[config.mk]
export PLATFORM = sky130hd
export DESIGN_NAME = base64_stream_encoder
export DESIGN_NICKNAME = d
export VERILOG_FILES = /design/src/rtl/b64_pkg.sv /design/src/rtl/base64_stream_encoder.sv /design/src/rtl/b64_front.sv /design/src/rtl/b64_queue.sv /design/src/rtl/b64_back.sv
export SDC_FILE = /design/constraint.sdc
export NUM_CORES = 1
export LEC_CHECK = 0
export BUFFER_PORTS_ARGS = -buffer_cell sky130_fd_sc_hd__buf_2
export CAP_MARGIN = 10
export CORE_ASPECT_RATIO = 2
export CORE_UTILIZATION = 55
export CTS_CLUSTER_DIAMETER = 50
export DETAILED_ROUTE_END_ITERATION = 8
export PLACE_DENSITY = 0.74
export SLEW_MARGIN = 20
export SYNTH_ARGS = -nofsm -noshare
export SYNTH_HDL_FRONTEND = slang
export SYNTH_HIERARCHICAL = 1
export SYNTH_SLANG_ARGS = --single-unit
[constraint.sdc]
create_clock -name clk -period 4.45 [get_ports clk]
set_input_delay 0.445 -clock clk [delete_from_list [all_inputs] [get_ports clk]]
set_output_delay 0.445 -clock clk [all_outputs]
set_load 0.02 [all_outputs]
[src/rtl/b64_pkg.sv]
package b64_pkg;

  localparam logic [7:0] PAD_CHAR = 8'h3D;

  typedef struct packed {
    logic [23:0] bytes;
    logic [2:0]  nsym;
    logic [2:0]  nch;
    logic        last;
  } b64_grp_t;

  function automatic logic [7:0] sym(input logic [5:0] v);
    logic [7:0] c;
    if (v < 6'd26) begin
      c = 8'h41 + {2'b00, v};
    end else if (v < 6'd52) begin
      c = 8'h61 + {2'b00, v} - 8'd26;
    end else if (v < 6'd62) begin
      c = 8'h30 + {2'b00, v} - 8'd52;
    end else if (v == 6'd62) begin
      c = 8'h2B;
    end else begin
      c = 8'h2F;
    end
    return c;
  endfunction

endpackage

[src/rtl/base64_stream_encoder.sv]
// A completed or flushed group goes through the group queue and the back end's
// current-group register before its first character reaches the output register.
// Throughput: one input transaction per cycle while the group queue has room;
// the back end sends one character per cycle while out_ready is high; 3 bytes make 4 characters.
// Reset (rst_n low, synchronous): clears held bytes, queue and output; padding on.
module base64_stream_encoder (
  input  logic       clk,
  input  logic       rst_n,
  input  logic       cfg_we,
  input  logic       cfg_wdata,
  input  logic       in_valid,
  output logic       in_ready,
  input  logic [7:0] in_data_byte,
  input  logic       in_carries_byte,
  input  logic       in_end_of_message,
  output logic       out_valid,
  input  logic       out_ready,
  output logic [7:0] out_char,
  output logic       out_last_char
);

  b64_pkg::b64_grp_t push_grp, head;
  logic push, pop, q_full, q_empty;

  b64_front u_front (
    .clk               (clk),
    .rst_n             (rst_n),
    .cfg_we            (cfg_we),
    .cfg_wdata         (cfg_wdata),
    .in_valid          (in_valid),
    .in_ready          (in_ready),
    .in_data_byte      (in_data_byte),
    .in_carries_byte   (in_carries_byte),
    .in_end_of_message (in_end_of_message),
    .q_full            (q_full),
    .push              (push),
    .push_grp          (push_grp)
  );

  b64_queue u_queue (
    .clk      (clk),
    .rst_n    (rst_n),
    .push     (push),
    .push_grp (push_grp),
    .full     (q_full),
    .empty    (q_empty),
    .pop      (pop),
    .head     (head)
  );

  b64_back u_back (
    .clk           (clk),
    .rst_n         (rst_n),
    .q_empty       (q_empty),
    .head          (head),
    .pop           (pop),
    .out_valid     (out_valid),
    .out_ready     (out_ready),
    .out_char      (out_char),
    .out_last_char (out_last_char)
  );

endmodule

[src/rtl/b64_front.sv]
module b64_front (
  input  logic               clk,
  input  logic               rst_n,
  input  logic               cfg_we,
  input  logic               cfg_wdata,
  input  logic               in_valid,
  output logic               in_ready,
  input  logic [7:0]         in_data_byte,
  input  logic               in_carries_byte,
  input  logic               in_end_of_message,
  input  logic               q_full,
  output logic               push,
  output b64_pkg::b64_grp_t  push_grp
);

  logic [15:0] held_r, held_nxt;
  logic [1:0]  cnt_r, cnt_nxt;
  logic        pad_r;
  logic        acc;

  assign in_ready = !q_full;
  assign acc      = in_valid && !q_full;

  always_comb begin
    held_nxt = held_r;
    cnt_nxt  = cnt_r;
    push     = 1'b0;
    push_grp = '0;
    if (acc) begin
      if (in_carries_byte && cnt_r == 2'd2) begin
        push          = 1'b1;
        push_grp.bytes = {held_r, in_data_byte};
        push_grp.nsym  = 3'd4;
        push_grp.nch   = 3'd4;
        push_grp.last  = in_end_of_message;
        held_nxt       = '0;
        cnt_nxt        = 2'd0;
      end else if (in_end_of_message) begin
        push_grp.last = 1'b1;
        push_grp.nch  = pad_r ? 3'd4 : 3'd0;
        if (in_carries_byte) begin
          push = 1'b1;
          if (cnt_r == 2'd0) begin
            push_grp.bytes = {in_data_byte, 16'h0000};
            push_grp.nsym  = 3'd2;
          end else begin
            push_grp.bytes = {held_r[15:8], in_data_byte, 8'h00};
            push_grp.nsym  = 3'd3;
          end
        end else begin
          push           = (cnt_r != 2'd0);
          push_grp.bytes = {held_r, 8'h00};
          push_grp.nsym  = {1'b0, cnt_r} + 3'd1;
        end
        if (!pad_r) begin
          push_grp.nch = push_grp.nsym;
        end
        held_nxt = '0;
        cnt_nxt  = 2'd0;
      end else if (in_carries_byte) begin
        if (cnt_r == 2'd1) begin
          held_nxt = {held_r[15:8], in_data_byte};
          cnt_nxt  = 2'd2;
        end else begin
          held_nxt = {in_data_byte, 8'h00};
          cnt_nxt  = 2'd1;
        end
      end
    end
  end

  always_ff @(posedge clk) begin
    if (!rst_n) begin
      held_r <= '0;
      cnt_r  <= 2'd0;
      pad_r  <= 1'b1;
    end else begin
      held_r <= held_nxt;
      cnt_r  <= cnt_nxt;
      if (cfg_we) begin
        pad_r <= cfg_wdata;
      end
    end
  end

  a_cnt_range: assert property (@(posedge clk) disable iff (!rst_n) cnt_r != 2'd3)
    else $error("held count out of range");

endmodule

[src/rtl/b64_queue.sv]
module b64_queue (
  input  logic               clk,
  input  logic               rst_n,
  input  logic               push,
  input  b64_pkg::b64_grp_t  push_grp,
  output logic               full,
  output logic               empty,
  input  logic               pop,
  output b64_pkg::b64_grp_t  head
);

  b64_pkg::b64_grp_t mem_r [2];
  logic       wp_r, rp_r;
  logic [1:0] cnt_r;

  assign full  = (cnt_r == 2'd2);
  assign empty = (cnt_r == 2'd0);
  assign head  = mem_r[rp_r];

  always_ff @(posedge clk) begin
    if (push) begin
      mem_r[wp_r] <= push_grp;
    end
  end

  always_ff @(posedge clk) begin
    if (!rst_n) begin
      wp_r  <= 1'b0;
      rp_r  <= 1'b0;
      cnt_r <= 2'd0;
    end else begin
      if (push) begin
        wp_r <= !wp_r;
      end
      if (pop) begin
        rp_r <= !rp_r;
      end
      cnt_r <= cnt_r + {1'b0, push} - {1'b0, pop};
    end
  end

  a_no_overflow: assert property (@(posedge clk) disable iff (!rst_n) full |-> !push)
    else $error("push into full queue");
  a_no_underflow: assert property (@(posedge clk) disable iff (!rst_n) empty |-> !pop)
    else $error("pop from empty queue");

endmodule

[src/rtl/b64_back.sv]
module b64_back (
  input  logic               clk,
  input  logic               rst_n,
  input  logic               q_empty,
  input  b64_pkg::b64_grp_t  head,
  output logic               pop,
  output logic               out_valid,
  input  logic               out_ready,
  output logic [7:0]         out_char,
  output logic               out_last_char
);

  b64_pkg::b64_grp_t cur_r;
  logic        cur_valid_r;
  logic [1:0]  idx_r;
  logic        out_valid_r;
  logic [7:0]  out_char_r;
  logic        out_last_r;
  logic        slot_free, emit, final_ch;
  logic [5:0]  sextet;
  logic [7:0]  ch;

  assign slot_free = !out_valid_r || out_ready;
  assign emit      = cur_valid_r && slot_free;
  assign final_ch  = ({1'b0, idx_r} == cur_r.nch - 3'd1);
  assign pop       = !q_empty && (!cur_valid_r || (emit && final_ch));

  always_comb begin
    case (idx_r)
      2'd0:    sextet = cur_r.bytes[23:18];
      2'd1:    sextet = cur_r.bytes[17:12];
      2'd2:    sextet = cur_r.bytes[11:6];
      default: sextet = cur_r.bytes[5:0];
    endcase
    ch = ({1'b0, idx_r} < cur_r.nsym) ? b64_pkg::sym(sextet) : b64_pkg::PAD_CHAR;
  end

  always_ff @(posedge clk) begin
    if (pop) begin
      cur_r <= head;
    end
    if (emit) begin
      out_char_r <= ch;
      out_last_r <= cur_r.last && final_ch;
    end
  end

  always_ff @(posedge clk) begin
    if (!rst_n) begin
      cur_valid_r <= 1'b0;
      idx_r       <= 2'd0;
      out_valid_r <= 1'b0;
    end else begin
      if (pop) begin
        cur_valid_r <= 1'b1;
        idx_r       <= 2'd0;
      end else if (emit) begin
        if (final_ch) begin
          cur_valid_r <= 1'b0;
        end
        idx_r <= idx_r + 2'd1;
      end
      if (emit) begin
        out_valid_r <= 1'b1;
      end else if (out_ready) begin
        out_valid_r <= 1'b0;
      end
    end
  end

  assign out_valid     = out_valid_r;
  assign out_char      = out_char_r;
  assign out_last_char = out_last_r;

  a_idx_bound: assert property (@(posedge clk) disable iff (!rst_n)
    cur_valid_r |-> ({1'b0, idx_r} < cur_r.nch))
    else $error("character index past group length");
  a_nch_range: assert property (@(posedge clk) disable iff (!rst_n)
    cur_valid_r |-> (cur_r.nch >= 3'd2 && cur_r.nch <= 3'd4 && cur_r.nsym <= cur_r.nch))
    else $error("bad group length");

endmodule
== Word level (Yosys, flattened, before mapping) ==
Memory sizes are Yosys's and may differ from the RTL's. A register that Yosys moved wholly into a read port is not among the register bits.
Index checks and enable logic that the tools add are counted.

* Add/sub/neg operators: 10
* Magnitude comparators: 4
* Equal/unequal tests: 8
* Multiplexer cells: 30
* Bitwise logic cells: 1
* Reductions and logical operators: 26

{| class="wikitable"
|+ Operator list
! operator !! number
|-
| $mux W31 || 3
|-
| $mux W16 || 4
|-
| $mux W27 || 2
|-
| $mux W8 || 3
|-
| $pmux W6 S3 || 1
|-
| $add A7 B6 Y8 const A || 2
|-
| $lt A6 B6 Y1 const B || 2
|-
| $mux W1 || 11
|-
| $mux W2 || 4
|-
| $reduce_bool A2 Y1 || 4
|-
| $sub A8 B5 Y8 const B || 1
|-
| $sub A8 B6 Y8 const B || 1
|-
| $add A6 B6 Y7 const A || 1
|-
| $eq A2 B2 Y1 const B || 3
|-
| $eq A6 B6 Y1 const B || 1
|-
| $logic_and A1 B1 Y1 || 6
|-
| $logic_not A1 Y1 || 6
|-
| $logic_not A2 Y1 || 3
|-
| $lt A6 B5 Y1 const B || 1
|-
| $mux W3 || 2
|-
| $eq A2 B1 Y1 const B || 2
|-
| $reduce_and A2 Y1 || 2
|-
| $add A2 B1 Y3 const B || 1
|-
| $eq A2 B3 Y1 || 1
|-
| other kinds (11) || 12
|}

* Register bits after elaboration: 36
* Memory bits (writable): 62
* Input bits: 16
* Output and inout port bits: 11
* Memories kept: 1

{| class="wikitable"
|+ Memories
! memory !! words !! width !! rd ports !! clocked after Yosys merged registers in !! wr ports !! line !! RTL
|-
| u_queue.mem_r || 2 || 31 || 1 || 1 || 1 || b64_queue.sv:12 || <nowiki>b64_pkg::b64_grp_t mem_r [2];</nowiki>
|}

== Depth between registers and ports, before layout ==
* Word-level depth: 8
* Gate-level depth with buffers: 10
* Gate-level depth less buffers: 10

== Hierarchy ==
Netlist, hierarchy kept.

{| class="wikitable"
|+ By module, submodules not included
! module !! times used !! cells an instance !! area each (um2)
|-
| b64_queue || 1 || 117 || 2469.9
|-
| b64_back || 1 || 156 || 2030.7
|-
| b64_front || 1 || 152 || 1168.6
|}

== Worst setup path after synthesis ==
No wires, ideal clock.

* Path kind: register -> register
* Start: reg, netlist name u_back/cur_r[1]
* End: reg u_queue.cnt_r[1]
* Data arrival time: 3.841 ns
* Data required time: 4.385 ns
* Setup slack: 0.544 ns
* Cell stages (with the launch flop): 11
* Buffers on the path: 0
* Cell sequence: edfxtp_1 -> inv_1 -> ha_1 -> xnor2_1 -> o41ai_1 -> nor2b_1 -> ha_1 -> inv_1 -> ha_1 -> xnor3_1 -> nor2b_1

* Cells in the longest elaborated chain, start to end: 6

{| class="wikitable"
|+ Ends and longest elaborated chain
! item !! line !! RTL
|-
| $sub A3 B1 Y3 || b64_back.sv:25 || <nowiki>assign final_ch = ({1'b0, idx_r} == cur_r.nch - 3'd1);</nowiki>
|-
| $eq A2 B3 Y1 || b64_back.sv:25 ||
|-
| $logic_and A1 B1 Y1 || b64_back.sv:26 || <nowiki>assign pop = !q_empty && (!cur_valid_r || (emit && final_ch));</nowiki>
|-
| $logic_or A1 B1 Y1 || b64_back.sv:26 ||
|-
| $logic_and A1 B1 Y1 || b64_back.sv:26 ||
|-
| named net pop || base64_stream_encoder.sv:23 || <nowiki>logic push, pop, q_full, q_empty;</nowiki>
|-
| $sub A2 B1 Y2 || b64_queue.sv:38 || <nowiki>cnt_r <= cnt_r + {1'b0, push} - {1'b0, pop};</nowiki>
|-
| end signal, assigned || b64_queue.sv:38 ||
|-
| end, declared || b64_queue.sv:14 || <nowiki>logic [1:0] cnt_r;</nowiki>
|}

The timed path passes the listed nets, and every way through them passes these cells.
A chain may end at the register's enable or synchronous reset.

== Final worst setup path ==
* Start: reg u_back.idx_r[0]
* End: reg u_back.out_char_r[3] (netlist: u_back/out_char[3]), data pin

* Cells in the longest elaborated chain, start to end: 7
* Elaborated cells between the ends (all ways): 16

{| class="wikitable"
|+ Ends and longest elaborated chain
! item !! line !! RTL
|-
| start, declared || b64_back.sv:15 || <nowiki>logic [1:0] idx_r;</nowiki>
|-
| start signal, assigned || b64_back.sv:61 || <nowiki>idx_r <= idx_r + 2'd1;</nowiki>
|-
| $eq A2 B2 Y1, or another cell as far along || b64_back.sv:29 || <nowiki>case (idx_r)</nowiki>
|-
| $pmux W6 S3 || b64_back.sv:29 ||
|-
| $add A6 B6 Y7 || b64_pkg.sv:19 || <nowiki>c = 8'h30 + {2'b00, v} - 8'd52;</nowiki>
|-
| $sub A8 B6 Y8 || b64_pkg.sv:19 ||
|-
| $mux W8 || b64_pkg.sv:18 || <nowiki>end else if (v < 6'd62) begin</nowiki>
|-
| $mux W8 || b64_pkg.sv:16 || <nowiki>end else if (v < 6'd52) begin</nowiki>
|-
| $mux W8 || b64_pkg.sv:14 || <nowiki>if (v < 6'd26) begin</nowiki>
|-
| end signal, assigned || b64_back.sv:43 || <nowiki>out_char_r <= ch;</nowiki>
|-
| end, declared || b64_back.sv:17 || <nowiki>logic [7:0] out_char_r;</nowiki>
|}

Several ways; a longest one is shown, not always the timed one.

==> results.txt <==
----------------------------------------------------
[Run status]
  Outcome ... complete, no violations

[Cells and area]
  ANT cells ... 0
  Number of nets in the finished design ... 489
  Final std cell area, no fill ... 6430 µm²
  Fraction of layout cells with a size suffix above 1 ... 20.1%
  Number of filler instances in the final layout ... 733
  Commonest non-fill, non-tap cell in the layout ... edfxtp_1
  Commonest cells after routing, fill and taps aside ... edfxtp_1 (102), nand2_1 (48), mux2_2 (34)
  Area growth from synthesis to layout ... 13.4%

[Timing]
  Setup repair after global routing missed its margin ... false
  Setup total negative slack ... 0 ns
  Worst Max-Slew Pin Slew ... 0.839 ns
  Total count of max-transition violations in the final report ... 0
  Final hold violation count ... 0
  Relative max-transition margin ... 43.9%
  Final setup skew ... 0.00849 ns
  Worst hold margin ... 0.266 ns
  Post-route minimum period ... 2.88 ns
  Count of endpoints failing setup in the final report ... 0
  Final WS setup ... 1.57 ns
  Tcrit/Tclk final ... 64.6%
  Achievable clock frequency ... 0.348 GHz

[Global route]
  Combined global-route utilization of all metal layers ... 21.5%
  Largest net degree at the start of global routing ... 35
  Sum of overflow across all layers after global routing ... 0
  Via count of the first global-routing pass ... 3483
  Antenna violations before repair ... 0
  First-pass GRT wire length ... 17000 µm

[Drt]
  Via count of the routed design ... 3491
  Count of nets left with antenna violations after detail routing ... 0
  Number of DRC markers in iteration 0 ... 170
  DRC violation count after routing ... 0
  WL/cell ... 17.5 µm
  First-pass iteration count of the detailed router ... 5
  Number of vias per cell ... 5.75
  Detailed-route wire length ... 10600 µm

[CTS]
  H-Tree Level Count ... 4
  Hold-fix buffers at CTS ... 0
  Clock network latency to the later pin of the worst-skew pair ... 0.40 ns
  CTS max path bufs ... 2
  Setup Buffers After CTS ... 0
  CTS sink count ... 130
  Clock tree from TritonCTS ... yes
  Num CTS Buffers ... 17
  PostCTS Resize Cnt ... 0
  Clock transition at the registers of the reported paths ... 0.05 ns
  Clock root buffer ... clkbuf_16

[Critical path]
  Type of origin of the critical path ... register
  Critical path buffers and inverters ... 1
  Slowest Stage Delay on Critical Path ... 0.60 ns
  Crit path DAT ... 3.01 ns
  Data required time at the worst endpoint ... 4.58 ns
  Kind of cell adding the most delay to the critical path ... compound AO/OA/AOI/OAI gates
  Worst-path cell chain ... inv_1 > ha_1 > a222oi_1 > a21bo_1 > a21oi_1 > a21boi_0 > a2111oi_0 > nor2_1
  Worst-path maximum fanout ... 9
  Crit end category ... register
  Highest-delay cell along the critical path ... a222oi_1
  CP Class ... register to register

[Place]
  Dpl hpwl ... 7350 µm
  Number of buffers added on ports ... 26
  Final GP Congestion ... 0.900
  Post-Place Worst Slack ... 1.56 ns
  Area post-placement ... 5890 µm²

[Power]
  Peak supply drop ... 0.000369 V
  Power density relative to cell area ... 659 nW/µm²
  Standby leakage power ... 2.39 nW

[Logic synthesis]
  Synth area leaders ... edfxtp_1 (54%), dfxtp_1 (9.9%), mux2_2 (6.8%)
  Post-synth top area share ... 54.0%
  Number of standard cells after synthesis ... 425
  Post-synth EDFFs ... 102
  Yosys reg bits ... 130
  Leading area contributor after synthesis ... edfxtp_1
  Netlist area before placement ... 5670 µm²
  Share of flip-flops with an asynchronous set or reset after synthesis ... 0%
  Post-synthesis average cell area ... 13.3 µm²
  Prevailing post-synth register cell ... edfxtp_1
  Portion of the post-synthesis area used by sequential elements ... 63.9%
  Yosys cell types ... 57
  Number of warning messages in the yosys log ... 6
  Synth Net Count ... 455

[Worst hold path]
  Worst min-delay path class ... input pin to register

[Floorplanning]
  Overall die area ... 10700 µm²
  Die X-Extent ... 73.8 µm
  Cell row count ... 52
  Number of placed I/O pins ... 27
  Floorplan die height ... 146 µm
  Starting utilization of the core area ... 56.2%
  Core footprint ... 10100 µm²

[Run]
  Number of violations of the max-capacitance limit ... 0

----------------------------------------------------
tightest hold or removal path: stages:
cell and delay, ns:
buf_2 0.07, mux2i_1 0.06, nand2_1 0.06
kinds of logic after synthesis:
| kind of cell | Yosys count | share of synthesized area [%] |
|---|---|---|
| flip-flops | 130 | 63.9 |
| AND/OR/NAND/NOR | 113 | 10.3 |
| AO/OA/AOI/OAI | 88 | 10.9 |
| multiplexers | 37 | 7.28 |
| buffers and inverters | 36 | 3.33 |
| adder cells (fa/ha/maj) | 14 | 3.09 |
| XOR/XNOR | 6 | 1.17 |
| other | 1 | 0.0661 |
report_power, final:
part           switching (W)  internal (W)
Clock               0.000445      0.000814
Sequential         0.0000781       0.00164
Combinational       0.000786      0.000478
flip-flops by register name (all words and copies together) (netlist names), named ones only:
register,cells
u_back/out_last_char,1
u_queue/rp_r,1
u_back/cur_r,31
u_queue/wp_r,1
u_back/out_valid,1
u_front/pad_r,1
u_front/cnt_r,2
u_queue/cnt_r,2
u_back/out_char,8
u_front/held_r,16
u_queue/mem_r,62
u_back/idx_r,2
u_back/cur_valid_r,1
cell usage after synthesis (3+ instances only):
master,number
edfxtp_1,102
nand2_1,48
mux2_2,34
dfxtp_1,28
a21oi_1,21
inv_1,20
a22o_1,15
ha_1,14
nor2_1,13
o21ai_0,12
nor2b_1,11
o22ai_1,11
and3_1,9
and2_1,7
buf_6,6
a222oi_1,5
clkbuf_1,5
nand3_1,5
nand2b_1,4
nor3_1,4
o21a_1,4
a21boi_0,3
mux2i_1,3
nor3b_1,3
xnor2_1,3
layer usage:
| layer | wire [µm] | vias up | share of wire (%) | global-route usage, % |
|---|---|---|---|---|
| li1 | - | 1661 | - | - |
| met5 | 0 | - | 0 | 0 |
| met1 | 3920 | 1677 | 37 | 21.6 |
| met4 | 340 | 0 | 3.2 | 12.4 |
| met3 | 337 | 30 | 3.2 | 4.78 |
| met2 | 6010 | 123 | 57 | 38.7 |
final cells by class:
type	instances	area, µm²	area share, %
repair buffers	30	160	2.49
clock inverters	8	86.3	1.34
multi-input cells	259	1860	28.9
flip-flops and latches	130	3620	56.3
clock buffers	24	452	7.02
well taps	135	169	2.63
inverters	21	78.8	1.23
stage by stage:
step / power, W / utilization, % / cells
2_1_floorplan: 0.00269 / - / 425
3_3_place_gp: 0.00292 / 58.4 / 575
3_5_place_dp: 0.00297 / 58.4 / 575
4_1_cts: 0.00424 / 63.8 / 607
5_1_grt: 0.00445 / 63.8 / 607
6_report: 0.00424 / 63.8 / 607
path summary, 6_finish.rpt:
| check | startpoint | to | slack, ns | depth (start not counted) |
|---|---|---|---|---|
| hold / removal | cfg_wdata | u_front/pad_r | 0.27 | 3 |
| setup reg to reg | u_back/idx_r[0] | u_back/out_char[3] | 1.57 | 8 |
| hold reg to reg | u_front/held_r[15] | u_front/held_r[15] | 0.47 | 2 |
| setup / recovery | u_back/idx_r[0] | u_back/out_char[3] | 1.57 | 8 |
(Power assumes the default switching activity.)
